==> src/hw/rtl/gsm_queue.sv <==
// two-entry queue between the front and back parts
`default_nettype none
module gsm_queue #(
   parameter int W = 50
) (
   input  wire logic         clock,
   input  wire logic         reset,
   input  wire logic         push_valid,
   output logic             push_ready,
   input  wire logic [W-1:0] push_data,
   output logic             pop_valid,
   input  wire logic         pop_ready,
   output logic [W-1:0]     pop_data
);
   logic [W-1:0] mem_ff [2];
   logic         wr_ptr_ff, rd_ptr_ff;
   logic [1:0]   count_ff;
   logic         do_push, do_pop;

   assign push_ready = (count_ff != 2'd2);
   assign pop_valid  = (count_ff != 2'd0);
   assign pop_data   = mem_ff[rd_ptr_ff];
   assign do_push    = push_valid && push_ready;
   assign do_pop     = pop_valid && pop_ready;

   // storage
   always_ff @(posedge clock) begin
      if (do_push) begin
         mem_ff[wr_ptr_ff] <= push_data;
      end
   end

   // pointers and fill count
   always_ff @(posedge clock) begin
      if (reset) begin
         wr_ptr_ff <= 1'b0;
         rd_ptr_ff <= 1'b0;
         count_ff  <= 2'd0;
      end else begin
         if (do_push) wr_ptr_ff <= ~wr_ptr_ff;
         if (do_pop)  rd_ptr_ff <= ~rd_ptr_ff;
         if (do_push && !do_pop) count_ff <= count_ff + 2'd1;
         else if (do_pop && !do_push) count_ff <= count_ff - 2'd1;
      end
   end
endmodule
`default_nettype wire

==> config.mk <==
export PLATFORM = sky130hd
export DESIGN_NAME = gsm_queue
export DESIGN_NICKNAME = d
export VERILOG_FILES = /design/src/hw/rtl/gsm_queue.sv
export SDC_FILE = /design/constraint.sdc
export NUM_CORES = 1
export LEC_CHECK = 0
export BUFFER_PORTS_ARGS = -buffer_cell sky130_fd_sc_hd__buf_2
export CAP_MARGIN = 5
export CORE_MARGIN = 1.5
export CORE_UTILIZATION = 34
export CTS_CLUSTER_DIAMETER = 30
export CTS_CLUSTER_SIZE = 16
export DETAILED_ROUTE_END_ITERATION = 12
export PLACE_DENSITY = 0.66
export SLEW_MARGIN = 20
export SYNTH_ARGS = -nofsm -noshare
export SYNTH_HDL_FRONTEND = slang
export SYNTH_SLANG_ARGS = --single-unit
==> constraint.sdc <==
create_clock -name clock -period 2.8 [get_ports clock]
set_input_delay 0.28 -clock clock [delete_from_list [all_inputs] [get_ports clock]]
set_output_delay 0.28 -clock clock [all_outputs]
set_load 0.01 [all_outputs]
==> results.json <==
{
  "cts_tree": "done",
  "ys_warn_count": 0,
  "cp_num_cells": 3,
  "place_hpwl_um": 4220,
  "grt_pass1_wl_um": 9850,
  "vias_per_cell": 4.45,
  "startpoint_type": "flop",
  "num_antenna_cells": 0,
  "grt_antenna_before_repair": 0,
  "r2r-start": "count_ff[0]$_SDFFE_PP0P_",
  "cp-endpoint": "pop_data[20]",
  "p_clk_share_pct": 25.0,
  "slew-limit-headroom_pct": 67.0,
  "syn2layout_area_growth_pct": 25.1,
  "initialDrtViolationCount": 63,
  "grtUsageTotal_pct": 11.3,
  "drive_gt1_share_pct": 58.7,
  "ys_seq_area_share_pct": 81.3,
  "post-route-period-util_pct": 76.3,
  "swShare_pct": 27.1,
  "placed_cells": 422,
  "min_path_type": "in2reg",
  "chipWidth_um": 109,
  "htreeDepth": 3,
  "met3_usage_pct": 4.36,
  "r2r-end": "mem_ff[1][32]$_DFFE_PP_",
  "endpoint_kind": "primary output",
  "drv_cap": 0,
  "worstPathArrival_ns": 1.86,
  "ff2ff_setup_slack_ns": 1.06,
  "routabilityCongestion": 0.675,
  "cp.required_ns": 2.52,
  "cp_slowest_stage_delay_ns": 0.65,
  "io_buffers": 105,
  "cts_setup_buffers": 0,
  "clock_skew_ns": 0.0106,
  "ys_seq_elements": 105,
  "fin_util_pct": 43.9,
  "reg2regPathDepth": 3,
  "ant_nets": 0,
  "synth_cells": 180,
  "fin_setup_tns_ns": 0,
  "instances_no_fill": 438,
  "firstDrtPassIters": 3,
  "status": "complete, no violations",
  "min_period_ns": 2.14,
  "cp_num_buf_inv": 2,
  "slew_violations": 0,
  "seqPwrFrac_pct": 50.3,
  "p_int_w": 0.00297,
  "die_h_um": 109,
  "cts_root_buffer": "clkbuf_8",
  "ctsResizeCount": 0,
  "ios": 106,
  "whs_ns": 0.104,
  "synth_nets": 235,
  "n_fill_cell": 967,
  "coreArea_mm2": 0.0109,
  "grt_overflow": 0,
  "hold_viol": 0,
  "path_cells": "buf_12 -> mux2_2 -> buf_2",
  "fin_nets": 348,
  "path_max_fanout": 32,
  "layout_common_cells": "105 x buf_2, 100 x edfxtp_1, 46 x mux2_2, 9 x clkbuf_8",
  "clk_latency_ns": 0.36,
  "switching_power_w": 0.00111,
  "p_leak_nw": 1.76,
  "timing.fmax_ghz": 0.468,
  "path_delay_family": "flip-flops",
  "clock-sinks": 105,
  "vias": 1951,
  "initial_core_util_pct": 35.1,
  "die_area_mm2": 0.0119,
  "cts_buffers": 9,
  "route.detailed.drc": 0,
  "wl_per_cell_um": 14.6,
  "cts_hold_buf": 0,
  "setup_viol": 0,
  "combPwrFrac_pct": 24.7,
  "use_met2_pct": 18.8,
  "tightestPinTransition_ns": 0.494,
  "power_density_mw_per_mm2": 853,
  "rsz0062_at_grt": "false",
  "clk_pin_slew_ns": 0.10,
  "worstSetupPathType": "reg2out",
  "syn_area_mm2": 0.00382,
  "ir_drop_uv": 432,
  "synth_cell_types": 19,
  "slowest_stage": "dfxtp_2",
  "use_met1_pct": 13.1,
  "synth_area_per_cell_um2": 21.2,
  "clock_path_buffers": 2,
  "wl_um": 6380,
  "grt_max_degree": 33,
  "grt.busiest_layer": "met2",
  "rows": 38,
  "mostFrequentLayoutCell": "buf_2",
  "grt_pass1_vias": 2039
}
-- cells by family after synthesis --
logic type | Yosys count | synth area share, %
compound gates | 5 | 0.787
xor+xnor | 3 | 0.688
fa+ha+maj | 1 | 0.328
buf+inv | 7 | 0.852
flops | 105 | 81.3
mux | 50 | 14.7
simple gates | 9 | 1.31
-- metal layers --
layer,wire (um),share of wire (%),vias up
li1,-,-,930
met1,2700,42,946
met2,3120,49,65
met3,468,7.3,10
met4,95,1.5,0
met5,0,0,-
-- area by class of cell --
cell class	instances	area, um^2	area share, %
flip-flops and latches	105	3100	65.0
multi-input cells	68	683	14.3
repair buffers	108	586	12.3
well taps	140	175	3.67
clock buffers	9	124	2.59
clock inverters	7	101	2.12
inverters	1	3.75	0.0786
-- sequential cells by signal (all words and copies together), names as in the netlist, named ones only --
register   flops
count_ff       2
wr_ptr_ff      1
rd_ptr_ff      1
mem_ff       100
-- stage by stage --
stage               instance area (um^2)  worst slack, ns  total power (W)
floorplan                           3820            0.510          0.00270
global placement                    4550             1.05          0.00310
detailed placement                  4550             1.03          0.00312
CTS                                 4780            0.596          0.00415
global route                        4780            0.519          0.00430
finish                              4780            0.665          0.00408
-- worst min path at each step --
stage / endpoint / from / cells past startpoint
after detailed placement: mem_ff[0][9]$_DFFE_PP_ / push_data[9] / 1
after CTS: mem_ff[1][34]$_DFFE_PP_ / push_data[34] / 1
after floorplan: count_ff[1]$_SDFFE_PP0P_ / reset / 1
final: mem_ff[1][39]$_DFFE_PP_ / push_data[39] / 1
after global routing: mem_ff[0][34]$_DFFE_PP_ / push_data[34] / 1
after global placement: mem_ff[0][10]$_DFFE_PP_ / push_data[10] / 1
-- power groups by stage --
stage | logic [W] | registers [W] | clock network, W
2_1_floorplan | 0.000661 | 0.00204 | 0
3_3_place_gp | 0.00102 | 0.00208 | 0
3_5_place_dp | 0.00103 | 0.00209 | 0
4_1_cts | 0.00104 | 0.00206 | 0.00106
5_1_grt | 0.00111 | 0.00208 | 0.00112
6_report | 0.00101 | 0.00205 | 0.00102
-- cells in the mapped netlist --
cell | instances | area (um^2)
xor2_1 | 3 | 26.3
or3_1 | 1 | 6.26
mux2_1 | 4 | 45.0
inv_1 | 1 | 3.75
mux2_2 | 46 | 518
a21oi_1 | 2 | 10.0
ha_1 | 1 | 12.5
nand3b_1 | 1 | 7.51
nand2b_1 | 1 | 6.26
and3_1 | 1 | 6.26
and2_1 | 1 | 6.26
edfxtp_1 | 100 | 3000
buf_2 | 5 | 25.0
a21bo_2 | 1 | 10.0
clkbuf_1 | 1 | 3.75
o21ai_0 | 2 | 10.0
nor2_1 | 3 | 11.3
dfxtp_1 | 5 | 100
or2_2 | 1 | 6.26
Note: power is estimated with default switching activity, not from simulation.
