$ cat src/hw/rtl/gsm_pkg.sv
// shared widths and fixed-point constants of the graph segment merger
`default_nettype none
package gsm_pkg;
   // field widths
   localparam int PIX_IN_W = 16;
   localparam int WEIGHT_W = 17;
   localparam int SIZE_W   = 17;
   localparam int THR_W    = 24;
   localparam int K_W      = 16;
   localparam int FRAC_W   = 7;
   localparam int DVD_W    = K_W + FRAC_W;

   // packed stream widths
   localparam int REQ_DATA_W = 56;
   localparam int RSP_DATA_W = 40;

   localparam logic [K_W-1:0]    K_RESET  = 16'd100;
   localparam logic [SIZE_W-1:0] SIZE_MAX = '1;
   localparam logic [THR_W-1:0]  THR_MAX  = '1;

   // status seen by the top level
   typedef struct packed {
      logic clearing;
   } back_status_type;
endpackage
`default_nettype wire

$ cat src/hw/rtl/gsm_div.sv
// iterative restoring divider for the threshold term k*128 / size
`default_nettype none
module gsm_div (
   input  wire logic                           clock,
   input  wire logic                           reset,
   input  wire logic                           start,
   input  wire logic [gsm_pkg::DVD_W-1:0]      dividend,
   input  wire logic [gsm_pkg::SIZE_W-1:0]     divisor,
   output logic                                done,
   output logic [gsm_pkg::DVD_W-1:0]           quotient
);
   import gsm_pkg::*;

   logic                busy_ff, done_ff;
   logic [4:0]          cnt_ff;
   logic [DVD_W-1:0]    dvd_ff;
   logic [SIZE_W-1:0]   dvs_ff, rem_ff;
   logic [SIZE_W:0]     rem_sh;
   logic                ge;

   assign done     = done_ff;
   assign quotient = dvd_ff;

   // one quotient bit a step
   always_comb begin
      rem_sh = {rem_ff, dvd_ff[DVD_W-1]};
      ge     = (rem_sh >= {1'b0, dvs_ff});
   end

   always_ff @(posedge clock) begin
      if (reset) begin
         busy_ff <= 1'b0;
         done_ff <= 1'b0;
      end else begin
         done_ff <= 1'b0;
         if (start) begin
            busy_ff <= 1'b1;
         end else if (busy_ff && cnt_ff == 5'd0) begin
            busy_ff <= 1'b0;
            done_ff <= 1'b1;
         end
      end
   end

   always_ff @(posedge clock) begin
      if (start) begin
         dvd_ff <= dividend;
         dvs_ff <= divisor;
         rem_ff <= '0;
         cnt_ff <= 5'(DVD_W - 1);
      end else if (busy_ff) begin
         rem_ff <= ge ? SIZE_W'(rem_sh - {1'b0, dvs_ff}) : SIZE_W'(rem_sh);
         dvd_ff <= {dvd_ff[DVD_W-2:0], ge};
         cnt_ff <= cnt_ff - 5'd1;
      end
   end
endmodule
`default_nettype wire

$ cat config.mk
export PLATFORM = sky130hd
export DESIGN_NAME = gsm_div
export DESIGN_NICKNAME = d
export VERILOG_FILES = /design/src/hw/rtl/gsm_pkg.sv /design/src/hw/rtl/gsm_div.sv
export SDC_FILE = /design/constraint.sdc
export NUM_CORES = 1
export LEC_CHECK = 0
export BUFFER_PORTS_ARGS = -buffer_cell sky130_fd_sc_hd__buf_2
export CORE_MARGIN = 4
export CORE_UTILIZATION = 45
export CTS_CLUSTER_SIZE = 8
export DETAILED_ROUTE_END_ITERATION = 10
export GPL_ROUTABILITY_DRIVEN = 0
export PLACE_DENSITY = 0.67
export SLEW_MARGIN = 20
export SYNTH_ARGS = -nofsm -noshare
export SYNTH_HDL_FRONTEND = slang
export SYNTH_SLANG_ARGS = --single-unit
$ cat constraint.sdc
create_clock -name clock -period 5.4 [get_ports clock]
set_input_delay 0.54 -clock clock [delete_from_list [all_inputs] [get_ports clock]]
set_output_delay 0.54 -clock clock [all_outputs]
set_load 0.01 [all_outputs]
==> impl_metrics.yaml <==
setup_path:
  reg2reg_slack_ps: 2530
  critical_path.max_fanout: 19
  arrival_ps: 3120
  r2r_cells: 11
  crit_path_end_kind: "flip-flop"
  crit_path_start_kind: "flip-flop"
  critical_path_class: "flip-flop to flip-flop"
  required_ps: 5650
die:
  coreArea_mm2: 0.00737
  initial_core_util_pct: 46.9
  die_w_um: 95.6
  row_count: 31
  ios: 67
  die_area_mm2: 0.00914
  dieHeight_um: 95.6
grt:
  antenna_found_initial: 0
  grt_pass1_vias: 2566
  grt_pass1_wl_mm: 11.4
  track_usage_pct: 16.0
  overflow: 0
  grt_max_degree: 66
synth:
  ys_seq_area_share_pct: 48.7
  syn_area_per_cell_um2: 10.6
  synth_enable_flop_cells: 40
  synth_cell_types: 54
  synth_top_flop_cell: "edfxtp_1"
  synth_seq_cells: 64
  synth_warnings: 0
  async_reset_ff_share_pct: 0
  syn_nets: 389
  netlist_instances: 327
  syn_area_mm2: 0.00345
clock_network:
  holdBufCountCts: 0
  cts_buffer_depth: 2
  clk_transition_reported_paths_ps: 80
  cts_tree: "built"
  postCtsSetupBuffers: 0
  cts_num_sinks: 64
  clk_latency_ps: 340
  h-tree-depth: 3
  clockRootBuffer: "clkbuf_8"
  ctsResizeCount: 0
  cts-buffers-inserted: 9
routing:
  avgViaCountPerCell: 5.29
  drc: 0
  drtAntennaViolNets: 0
  via_count: 2613
  first_pass_iters: 4
  wire_per_inst_um: 14.1
  drt_iter0_markers: 163
  drt-total-wl_mm: 6.96
placement:
  post-dp-hpwl_mm: 4.79
  portBuffers: 66
  placedCellCount: 478
power_and_ir_drop:
  ir_worst_vdd_v: 0.000215
  leakage_nw: 1.72
  powerDensity_mw_per_mm2: 331
layout:
  stdcell_count: 494
  fin_util_pct: 55.1
  drive_above_1_share_pct: 28.1
  syn2layout_area_growth_pct: 17.6
  nets: 452
  n_antenna_cell: 0
sta:
  fin_crit_sh_pct: 53.2
  fin_setup_tns_ps: 0
  rsz0062_at_grt: "no"
  hold_viol: 0
  finClkSkew_ps: 8.68
  slew_violations: 0
  setup_viol: 0
  whs_ps: 369
  period_needed_ps: 2870
  worst_pin_slew_ps: 898
  maxSlewHeadroom_pct: 40.1
  max_freq_mhz: 348
outcome:
  status: "finished, final reports clean"
run:
  maxCapViolCount: 0
hold_path:
  hold-path-cell-count: 1
  min_path_type: "primary input to flip-flop"
## metal layers
metal	part of all wire (%)	track usage [%]	up-vias
met5	0	0	-
met4	1.7	6.28	0
met3	4.4	4.58	8
met2	47	24.8	64
met1	47	21.1	1224
li1	-	-	1317
## registers in the layout (all words and copies together) (netlist names)
| register | cells |
|---|---|
| busy_ff | 1 |
| quotient | 23 |
| cnt_ff | 5 |
| dvs_ff | 17 |
| rem_ff | 17 |
| done | 1 |
## synthesized netlist by cell type (2+ instances only)
cell | instances | area (µm²)
buf_6 | 2 | 22.5
o21bai_1 | 2 | 15.0
buf_1 | 2 | 7.51
ha_1 | 18 | 225
xor2_1 | 8 | 70.1
edfxtp_1 | 40 | 1200
inv_1 | 25 | 93.8
nor2_1 | 23 | 86.3
o21ai_0 | 11 | 55.1
dfxtp_1 | 24 | 480
a31oi_1 | 2 | 12.5
a311oi_1 | 13 | 114
a21oi_1 | 16 | 80.1
nand3_1 | 5 | 25.0
and3_1 | 6 | 37.5
nand4b_1 | 2 | 17.5
mux2i_1 | 2 | 20.0
mux2_2 | 23 | 259
a22oi_1 | 2 | 15.0
nor3_1 | 3 | 15.0
xnor2_1 | 7 | 61.3
o211ai_1 | 3 | 22.5
nor4_1 | 2 | 12.5
clkbuf_1 | 10 | 37.5
nand2b_1 | 8 | 50.1
a21o_1 | 5 | 37.5
a211o_1 | 2 | 17.5
nand2_1 | 35 | 131
## area by class of cell
cell class              instances  area, µm²
multi-input cells             222       1600
repair buffers                 68        345
clock inverters                 7       96.3
flip-flops and latches         64       1680
fillers                       680       3310
clock buffers                   9        124
well taps                      99        124
inverters                      25       93.8
## logic make-up after synthesis
| kind of cell | Yosys count | share of synthesized area, % |
|---|---|---|
| fa+ha+maj | 19 | 7.10 |
| xor+xnor | 15 | 3.80 |
| compound gates | 68 | 13.9 |
| simple gates | 95 | 13.4 |
| flops | 64 | 48.7 |
| buf+inv | 41 | 5.04 |
| mux | 25 | 8.08 |
## worst max-delay path, cell delays in order, from the launching register on
cell and delay (ps):
edfxtp_1 410, inv_1 80, ha_1 160, inv_1 50, fa_1 400, a21o_1 210, a221o_2 380, nand3_1 160
a211o_1 180, nand2_2 240, and3_1 270, nor4_1 230
## worst paths after layout
kind,startpoint,end
worst max-delay path,quotient[22]$_DFFE_PP_,rem_ff[8]$_SDFFE_PP0P_
worst min-delay path,divisor[1],dvs_ff[1]$_DFFE_PP_
worst max register to register,quotient[22]$_DFFE_PP_,rem_ff[8]$_SDFFE_PP0P_
worst min register to register,cnt_ff[4]$_SDFFE_PP1P_,done$_SDFF_PP0_
## placed cells by master (no fill, tap or decap), types with 3 or more instances in the layout
cell type	n
nand2b_1	8
xor2_1	8
a21oi_1	16
and3_1	6
a311oi_1	13
edfxtp_1	40
o211ai_1	3
o21ai_0	11
a21o_1	5
nor2_1	23
xnor2_1	7
nor3_1	3
buf_2	66
clkbuf_8	9
inv_1	25
nand3_1	5
ha_1	18
nand2_1	35
mux2_2	23
dfxtp_1	24
## where the power goes
| group | leakage [nW] | switching (mW) | internal (mW) |
|---|---|---|---|
| clock network | 0.103 | 0.192 | 0.260 |
| registers | 0.595 | 0.0236 | 0.570 |
| logic | 1.02 | 0.169 | 0.129 |
| total | 1.72 | 0.385 | 0.958 |
## stage by stage
step | power (mW) | worst slack, ps | area (µm²)
final | 1.34 | 2530 | 4060
after global routing | 1.41 | 2340 | 4060
after CTS | 1.35 | 2500 | 4060
after detailed placement | 0.900 | 2520 | 3840
after global placement | 0.897 | 2590 | 3840
after floorplan | 0.825 | 2660 | 3450
(Power assumes the default switching activity.)
