[src/hw/rtl/gsm_pkg.sv]
// shared widths and fixed-point constants of the graph segment merger
`default_nettype none
package gsm_pkg;
   // field widths
   localparam int PIX_IN_W = 16;
   localparam int WEIGHT_W = 17;
   localparam int SIZE_W   = 17;
   localparam int THR_W    = 24;
   localparam int K_W      = 16;
   localparam int FRAC_W   = 7;
   localparam int DVD_W    = K_W + FRAC_W;

   // packed stream widths
   localparam int REQ_DATA_W = 56;
   localparam int RSP_DATA_W = 40;

   localparam logic [K_W-1:0]    K_RESET  = 16'd100;
   localparam logic [SIZE_W-1:0] SIZE_MAX = '1;
   localparam logic [THR_W-1:0]  THR_MAX  = '1;

   // status seen by the top level
   typedef struct packed {
      logic clearing;
   } back_status_type;
endpackage
`default_nettype wire

[src/hw/rtl/gsm_front.sv]
// front part: accepts edges and reduces pixel indices into the forest range
`default_nettype none
module gsm_front #(
   parameter int PIXELS = 65536,
   parameter int PW     = 16,
   parameter int QW     = 50
) (
   input  wire logic                                clock,
   input  wire logic                                reset,
   input  wire logic                                req_tvalid,
   output logic                                     req_tready,
   input  wire logic [gsm_pkg::REQ_DATA_W-1:0]      req_tdata,
   input  wire logic                                req_tlast,
   output logic                                     q_valid,
   input  wire logic                                q_ready,
   output logic [QW-1:0]                            q_data
);
   import gsm_pkg::*;

   localparam bit NEED_MOD = (PIXELS < (1 << PIX_IN_W));
   localparam logic [1:0] F_IDLE = 2'd0;
   localparam logic [1:0] F_MOD  = 2'd1;
   localparam logic [1:0] F_PUSH = 2'd2;
   localparam logic [PW:0] PIX_C = (PW+1)'(PIXELS);
   localparam logic [31:0] PIX_32 = 32'(PIXELS);
   // floor(2^32 / PIXELS): quotient estimate is low by at most one
   localparam logic [31:0] RECIP = 32'((64'd1 << 32) / 64'(PIXELS));

   logic [1:0]            state_ff, state_in;
   logic [PIX_IN_W-1:0]   a_src_ff, b_src_ff;
   logic [PIX_IN_W-1:0]   a_q_ff, b_q_ff;
   logic [PW:0]           a_rem_ff, b_rem_ff;
   logic [PW-1:0]         a_idx_ff, b_idx_ff;
   logic [WEIGHT_W-1:0]   w_ff;
   logic                  last_ff;
   logic [1:0]            step_ff;
   logic [47:0]           a_prod, b_prod;
   logic [31:0]           a_diff, b_diff;
   logic [PW-1:0]         a_fix, b_fix;
   logic                  accept;

   assign req_tready = (state_ff == F_IDLE);
   assign accept     = req_tvalid && req_tready;
   assign q_valid    = (state_ff == F_PUSH);
   assign q_data     = {last_ff, w_ff, b_idx_ff, a_idx_ff};

   // remainder by reciprocal multiplication: estimate, subtract, one correction
   always_comb begin
      a_prod = 48'(a_src_ff) * 48'(RECIP);
      b_prod = 48'(b_src_ff) * 48'(RECIP);
      a_diff = 32'(a_src_ff) - 32'(a_q_ff) * PIX_32;
      b_diff = 32'(b_src_ff) - 32'(b_q_ff) * PIX_32;
      a_fix  = (a_rem_ff >= PIX_C) ? PW'(a_rem_ff - PIX_C) : PW'(a_rem_ff);
      b_fix  = (b_rem_ff >= PIX_C) ? PW'(b_rem_ff - PIX_C) : PW'(b_rem_ff);
   end

   // next state
   always_comb begin
      state_in = state_ff;
      unique case (state_ff)
         F_IDLE: if (accept) state_in = NEED_MOD ? F_MOD : F_PUSH;
         F_MOD:  if (step_ff == 2'd2) state_in = F_PUSH;
         F_PUSH: if (q_ready) state_in = F_IDLE;
         default: state_in = F_IDLE;
      endcase
   end

   always_ff @(posedge clock) begin
      if (reset) state_ff <= F_IDLE;
      else       state_ff <= state_in;
   end

   // item registers
   always_ff @(posedge clock) begin
      if (accept) begin
         a_src_ff <= req_tdata[PIX_IN_W-1:0];
         b_src_ff <= req_tdata[2*PIX_IN_W-1:PIX_IN_W];
         w_ff     <= req_tdata[2*PIX_IN_W+WEIGHT_W-1:2*PIX_IN_W];
         last_ff  <= req_tlast;
         step_ff  <= 2'd0;
         if (!NEED_MOD) begin
            a_idx_ff <= PW'(req_tdata[PIX_IN_W-1:0]);
            b_idx_ff <= PW'(req_tdata[2*PIX_IN_W-1:PIX_IN_W]);
         end
      end else if (state_ff == F_MOD) begin
         if (step_ff == 2'd0) begin
            a_q_ff <= a_prod[47:32];
            b_q_ff <= b_prod[47:32];
         end else if (step_ff == 2'd1) begin
            a_rem_ff <= (PW+1)'(a_diff);
            b_rem_ff <= (PW+1)'(b_diff);
         end else begin
            a_idx_ff <= a_fix;
            b_idx_ff <= b_fix;
         end
         step_ff <= step_ff + 2'd1;
      end
   end
endmodule
`default_nettype wire

[config.mk]
export PLATFORM = sky130hd
export DESIGN_NAME = gsm_front
export DESIGN_NICKNAME = d
export VERILOG_FILES = /design/src/hw/rtl/gsm_pkg.sv /design/src/hw/rtl/gsm_front.sv
export SDC_FILE = /design/constraint.sdc
export NUM_CORES = 1
export LEC_CHECK = 0
export BUFFER_PORTS_ARGS = -buffer_cell sky130_fd_sc_hd__buf_2
export CORE_UTILIZATION = 42
export DETAILED_ROUTE_END_ITERATION = 16
export PLACE_DENSITY = 0.81
export SETUP_SLACK_MARGIN = 0.15
export SLEW_MARGIN = 40
export SYNTH_ARGS = -nofsm -noshare
export SYNTH_HDL_FRONTEND = slang
export SYNTH_SLANG_ARGS = --single-unit
[constraint.sdc]
create_clock -name clock -period 2.4 [get_ports clock]
set_input_delay 0 -clock clock [delete_from_list [all_inputs] [get_ports clock]]
set_output_delay 0 -clock clock [all_outputs]
set_load 0.05 [all_outputs]
==> impl_metrics.env, run 1 <==
export IMPL_cp_arrival_ps=1370
export IMPL_critPathKind="reg -> reg"
export IMPL_overflow=0
export IMPL_drt_iter0_drc=58
export IMPL_p_leak_nw=1.19
export IMPL_path_clk_slew_ps=90
export IMPL_crit_fanout=50
export IMPL_ys_ff_latch=51
export IMPL_avgSynthCellArea_um2=27.7
export IMPL_cts_setup_buffers=0
export IMPL_root_buffer="clkbuf_8"
export IMPL_seq_area_frac_synth=0.980
export IMPL_h_tree_depth=2
export IMPL_postRouteAntennaNets=0
export IMPL_maxSlewViolCount=0
export IMPL_worstMarginPinSlew_ps=590
export IMPL_grt_max_degree=51
export IMPL_routabilityCongestion=0.646
export IMPL_syn_inst=56
export IMPL_dieArea_um2=3940
export IMPL_post_route_cells_drive_above_1_share=0.520
export IMPL_cts_tree="done"
export IMPL_tns_ps=0
export IMPL_timing_final_ws_setup_ps=972
export IMPL_firstDrtPassIters=4
export IMPL_rsz0062_at_grt="false"
export IMPL_pin_count=113
export IMPL_clockBufferDepth=2
export IMPL_drv_cap=0
export IMPL_synth_cell_types=7
export IMPL_finalHoldViolCount=0
export IMPL_ctsResizeCount=0
export IMPL_clkLatencyLatePin_ps=300
export IMPL_wl_um=3910
export IMPL_track_usage=0.211
export IMPL_setup_viol=0
export IMPL_die_w_um=62.8
export IMPL_drc=0
export IMPL_final_util=0.804
export IMPL_layout_min_cycle_time_ps=1430
export IMPL_cts_buffers=5
export IMPL_grt_pass1_vias=1206
export IMPL_core_um2=3440
export IMPL_skew_ps=3.16
export IMPL_nets=281
export IMPL_areaGrowthSynthToFinish_pct=78.3
export IMPL_start_util=0.451
export IMPL_portBuffers=105
export IMPL_num_antenna_cells=0
export IMPL_post_drt_wl_per_cell_um=14.6
export IMPL_cp_end_kind="flop"
export IMPL_period_share=0.595
export IMPL_slew_headroom=0.607
export IMPL_required_ps=2340
export IMPL_vias=1161
export IMPL_preCtsSetupSlack_ps=986
export IMPL_clock_fmax_ghz=0.700
export IMPL_clock_sinks=51
export IMPL_syn_area_um2=1550
export IMPL_die_h_um=62.8
export IMPL_nFillCells=179
export IMPL_fp_row_count=21
export IMPL_placed_cell_area_um2=2140
export IMPL_dp_cells=207
export IMPL_min_path_type="in -> reg"
export IMPL_power_density_nw_per_um2=726
export IMPL_status="completed"
export IMPL_irDropWorstVdd_uv=460
export IMPL_ctsHoldBuffers=52
export IMPL_grt_pass1_wl_um=5810
export IMPL_synth_warnings=0
export IMPL_vias_per_cell=4.35
export IMPL_instances_no_fill=267
export IMPL_synth_nets=117
export IMPL_critPathLaunchType="flop"
export IMPL_antenna_found_initial=0
export IMPL_postLayoutCellArea_um2=2770
worst paths after layout:
check	start	depth (start not counted)	slack (ps)	end
max	state_ff[1]	2	970	b_idx_ff[13]
min	req_tdata[28]	2	400	b_idx_ff[12]
max reg2reg	state_ff[1]	2	970	b_idx_ff[13]
min reg2reg	state_ff[1]	2	1060	state_ff[1]
power by group:
group          switching (mW)  internal [mW]  total (mW)
Sequential             0.0147           1.04        1.06
Clock                   0.267          0.310       0.577
Combinational           0.252          0.123       0.375
layout by cell type (no fill, tap or decap), drive strengths merged:
master and n:
buf 106, dlygate4sd3 52, edfxtp 50, clkbuf 5, clkinv 2, inv 1, nor2 1, a211oi 1
and2b 1, bufinv 1, dfxtp 1
metal layers:
metal  vias up  GRT usage  wire length (um)
met4         0      0.116               119
met5         -          0                 0
met1       531      0.211              1450
met3        10     0.0657               278
met2        75      0.385              2060
li1        545          -                 -
area by class of cell:
class	count	area (um2)	share of cell area
Clock buffer	5	68.8	0.0249
Clock inverter	3	43.8	0.0158
Inverter	1	3.75	0.00136
Multi-Input combinational cell	3	20.0	0.00723
Sequential cell	51	1520	0.549
Tap cell	46	57.6	0.0208
Timing Repair Buffer	158	1050	0.380
cell usage after synthesis:
| cell type | n | share of area |
|---|---|---|
| inv_1 | 1 | 0.0024 |
| a211oi_1 | 1 | 0.0048 |
| dfxtp_1 | 1 | 0.013 |
| buf_4 | 1 | 0.0048 |
| edfxtp_1 | 50 | 0.97 |
| and2b_2 | 1 | 0.0056 |
| nor2_1 | 1 | 0.0024 |
sequential cells by signal, summed over array words and instances, names as in the netlist:
register / cells
a_idx_ff: 16
b_idx_ff: 16
last_ff: 1
state_ff: 1
w_ff: 17
cell families (layout without fill, tap and decap cells):
group	Yosys count	count (layout)	synth area share
AOI/OAI and AO/OA	1	1	0.00484
buffers and inverters	2	167	0.00725
DFF	51	51	0.980
and+or+nand+nor	2	2	0.00806
critical path, cell delays in order, from the launching register on:
cell and delay, ps:
dfxtp_1 350, and2b_2 210, buf_4 480
through the flow:
step	power, mW	hold slack (ps)
global route	2.07	395
detailed placement	1.38	178
CTS	2.02	397
global placement	1.37	164
floorplan	1.29	78.5
finish	2.01	399
(Power assumes the default switching activity.)
==> inputs of run 2 (changes only) <==
--- a/config.mk
+++ b/config.mk
@@ -6,9 +6,9 @@
 export NUM_CORES = 1
 export LEC_CHECK = 0
 export BUFFER_PORTS_ARGS = -buffer_cell sky130_fd_sc_hd__buf_2
-export CORE_UTILIZATION = 42
+export CORE_UTILIZATION = 35
 export DETAILED_ROUTE_END_ITERATION = 16
-export PLACE_DENSITY = 0.81
+export PLACE_DENSITY = 0.72
 export SETUP_SLACK_MARGIN = 0.15
 export SLEW_MARGIN = 40
 export SYNTH_ARGS = -nofsm -noshare
==> constraint.sdc (replaced) <==
create_clock -name clock -period 1.2 [get_ports clock]
set_input_delay 0 -clock clock [delete_from_list [all_inputs] [get_ports clock]]
set_output_delay 0 -clock clock [all_outputs]
set_load 0.05 [all_outputs]
==> run 2 against run 1 <==
Compared with the run above: sequential share of layout area decreased by 1.1 points; cell count increased by 2.2%; wire length up 3.0%; sequential power rose by 99%; first-iteration DRC count is 21% higher; clock power grew 96%; sequential cell count did not move; critical endpoint is now a_idx_ff[13]; largest cell class unchanged.
==> impl_metrics.env, run 2 (synthesized netlist as in run 1, its figures left out) <==
export IMPL_status="completed"
export IMPL_slew_headroom=0.823
export IMPL_core_um2=4120
export IMPL_cts_buffers=5
export IMPL_clock_sinks=51
export IMPL_worstMarginPinSlew_ps=267
export IMPL_fp_row_count=23
export IMPL_portBuffers=105
export IMPL_cts_setup_buffers=0
export IMPL_rsz0062_at_grt="true"
export IMPL_crit_path_cell_trace="and2b_4, clkbuf_16"
export IMPL_postRouteAntennaNets=0
export IMPL_grt_pass1_vias=1168
export IMPL_total_power_mw=4.02
export IMPL_wl_um=4030
export IMPL_critPathMaxStageDelay_ps=360
export IMPL_grt_max_degree=38
export IMPL_cts_tree="done"
export IMPL_skew_ps=3.56
export IMPL_drc=0
export IMPL_layout_min_cycle_time_ps=1130
export IMPL_setup_viol=0
export IMPL_reg_top3="w_ff x17, a_idx_ff x16, b_idx_ff x16"
export IMPL_cp_arrival_ps=1140
export IMPL_drv_cap=0
export IMPL_num_antenna_cells=0
export IMPL_firstDrtPassIters=4
export IMPL_layout_common_cells="buf_2 (105), dlygate4sd3_1 (53), edfxtp_1 (50)"
export IMPL_wl_met3_um=358
export IMPL_period_share=0.941
export IMPL_cp_slowest_cell="dfxtp_4"
export IMPL_pin_count=113
export IMPL_vias_per_cell=4.23
export IMPL_preCtsSetupSlack_ps=65.7
export IMPL_cp_end_kind="flop"
export IMPL_largest_reg_flops=17
export IMPL_power_density_nw_per_um2=1420
export IMPL_die_w_um=68.6
export IMPL_required_ps=1210
export IMPL_finalHoldViolCount=0
export IMPL_overflow=0
export IMPL_wl_met1_um=1470
export IMPL_layout_commonest_cell="buf_2"
export IMPL_die_h_um=68.6
export IMPL_cp_num_buf_inv=1
export IMPL_track_usage=0.167
export IMPL_clock_fmax_ghz=0.885
export IMPL_top_register="w_ff"
export IMPL_dr_wl_met2_um=2170
export IMPL_timing_final_ws_setup_ps=70.7
export IMPL_hold_ws_ps=406
export IMPL_irDropWorstVdd_uv=897
export IMPL_areaGrowthSynthToFinish_pct=82.4
export IMPL_dieArea_um2=4710
export IMPL_clkLatencyLatePin_ps=290
export IMPL_crit_fanout=18
export IMPL_critPathKind="reg -> reg"
export IMPL_dp_cells=212
export IMPL_top_layer="met4"
export IMPL_critPathLaunchType="flop"
export IMPL_nets=284
export IMPL_vias=1156
export IMPL_path_clk_slew_ps=90
export IMPL_cpLargestDelayFamily="flip-flops"
export IMPL_routabilityCongestion=0.655
export IMPL_drt_iter0_drc=70
export IMPL_post_drt_wl_per_cell_um=14.7
export IMPL_post_route_cells_drive_above_1_share=0.525
export IMPL_root_buffer="clkbuf_8"
export IMPL_clockBufferDepth=2
export IMPL_instances_no_fill=273
export IMPL_p_leak_nw=1.21
export IMPL_antenna_found_initial=0
export IMPL_start_util=0.377
export IMPL_min_path_type="in -> reg"
export IMPL_h_tree_depth=2
export IMPL_grt_pass1_wl_um=5260
export IMPL_maxSlewViolCount=0
run 2: per-layer routing:
layer  GRT usage  vias to the layer above
li1            -                      550
met4      0.0547                        0
met5           0                        -
met2       0.333                       67
met1       0.157                      537
met3      0.0510                        2
run 2: worst paths after layout:
check	startpoint	endpoint	slack [ps]	cells after the start
min reg2reg	state_ff[1]	state_ff[1]	460	1
min	req_tdata[3]	a_idx_ff[3]	410	2
max reg2reg	state_ff[1]	a_idx_ff[13]	70	2
max	state_ff[1]	a_idx_ff[13]	70	2
run 2: cell type report:
class	count	area [um2]
flip-flops and latches	51	1530
fillers	272	1280
repair buffers	161	1110
clock buffers	5	68.8
well taps	50	62.6
clock inverters	2	37.5
multi-input cells	3	21.3
inverters	1	3.75
run 2: worst register-to-register path, delay by kind of cell (launching register included):
kind                   cells  cell delay (ps)
buffers and inverters      1              190
DFF                        1              360
and+or+nand+nor            1              290
run 2: through the flow:
step / util / cell area (um2) / TNS (ps)
after floorplan: - / 1560 / -9470
after global placement: 0.526 / 2170 / 0
after detailed placement: 0.526 / 2170 / 0
after CTS: 0.681 / 2800 / 0
after global routing: 0.688 / 2830 / 0
final: 0.688 / 2830 / 0
run 2: power breakdown:
group          leakage, nW  switching [mW]  total, mW  internal [mW]
combinational        0.672           0.510      0.781          0.271
sequential           0.487          0.0297       2.11           2.08
clock               0.0502           0.516       1.13          0.609
run 2: repair_timing:
item / CTS / global route
hold buffers: 53 / 0
hold endpoints to repair: 51 / 0
gates cloned: 0 / 1
setup endpoints to repair: 50 / 50
resized for setup: 0 / 1
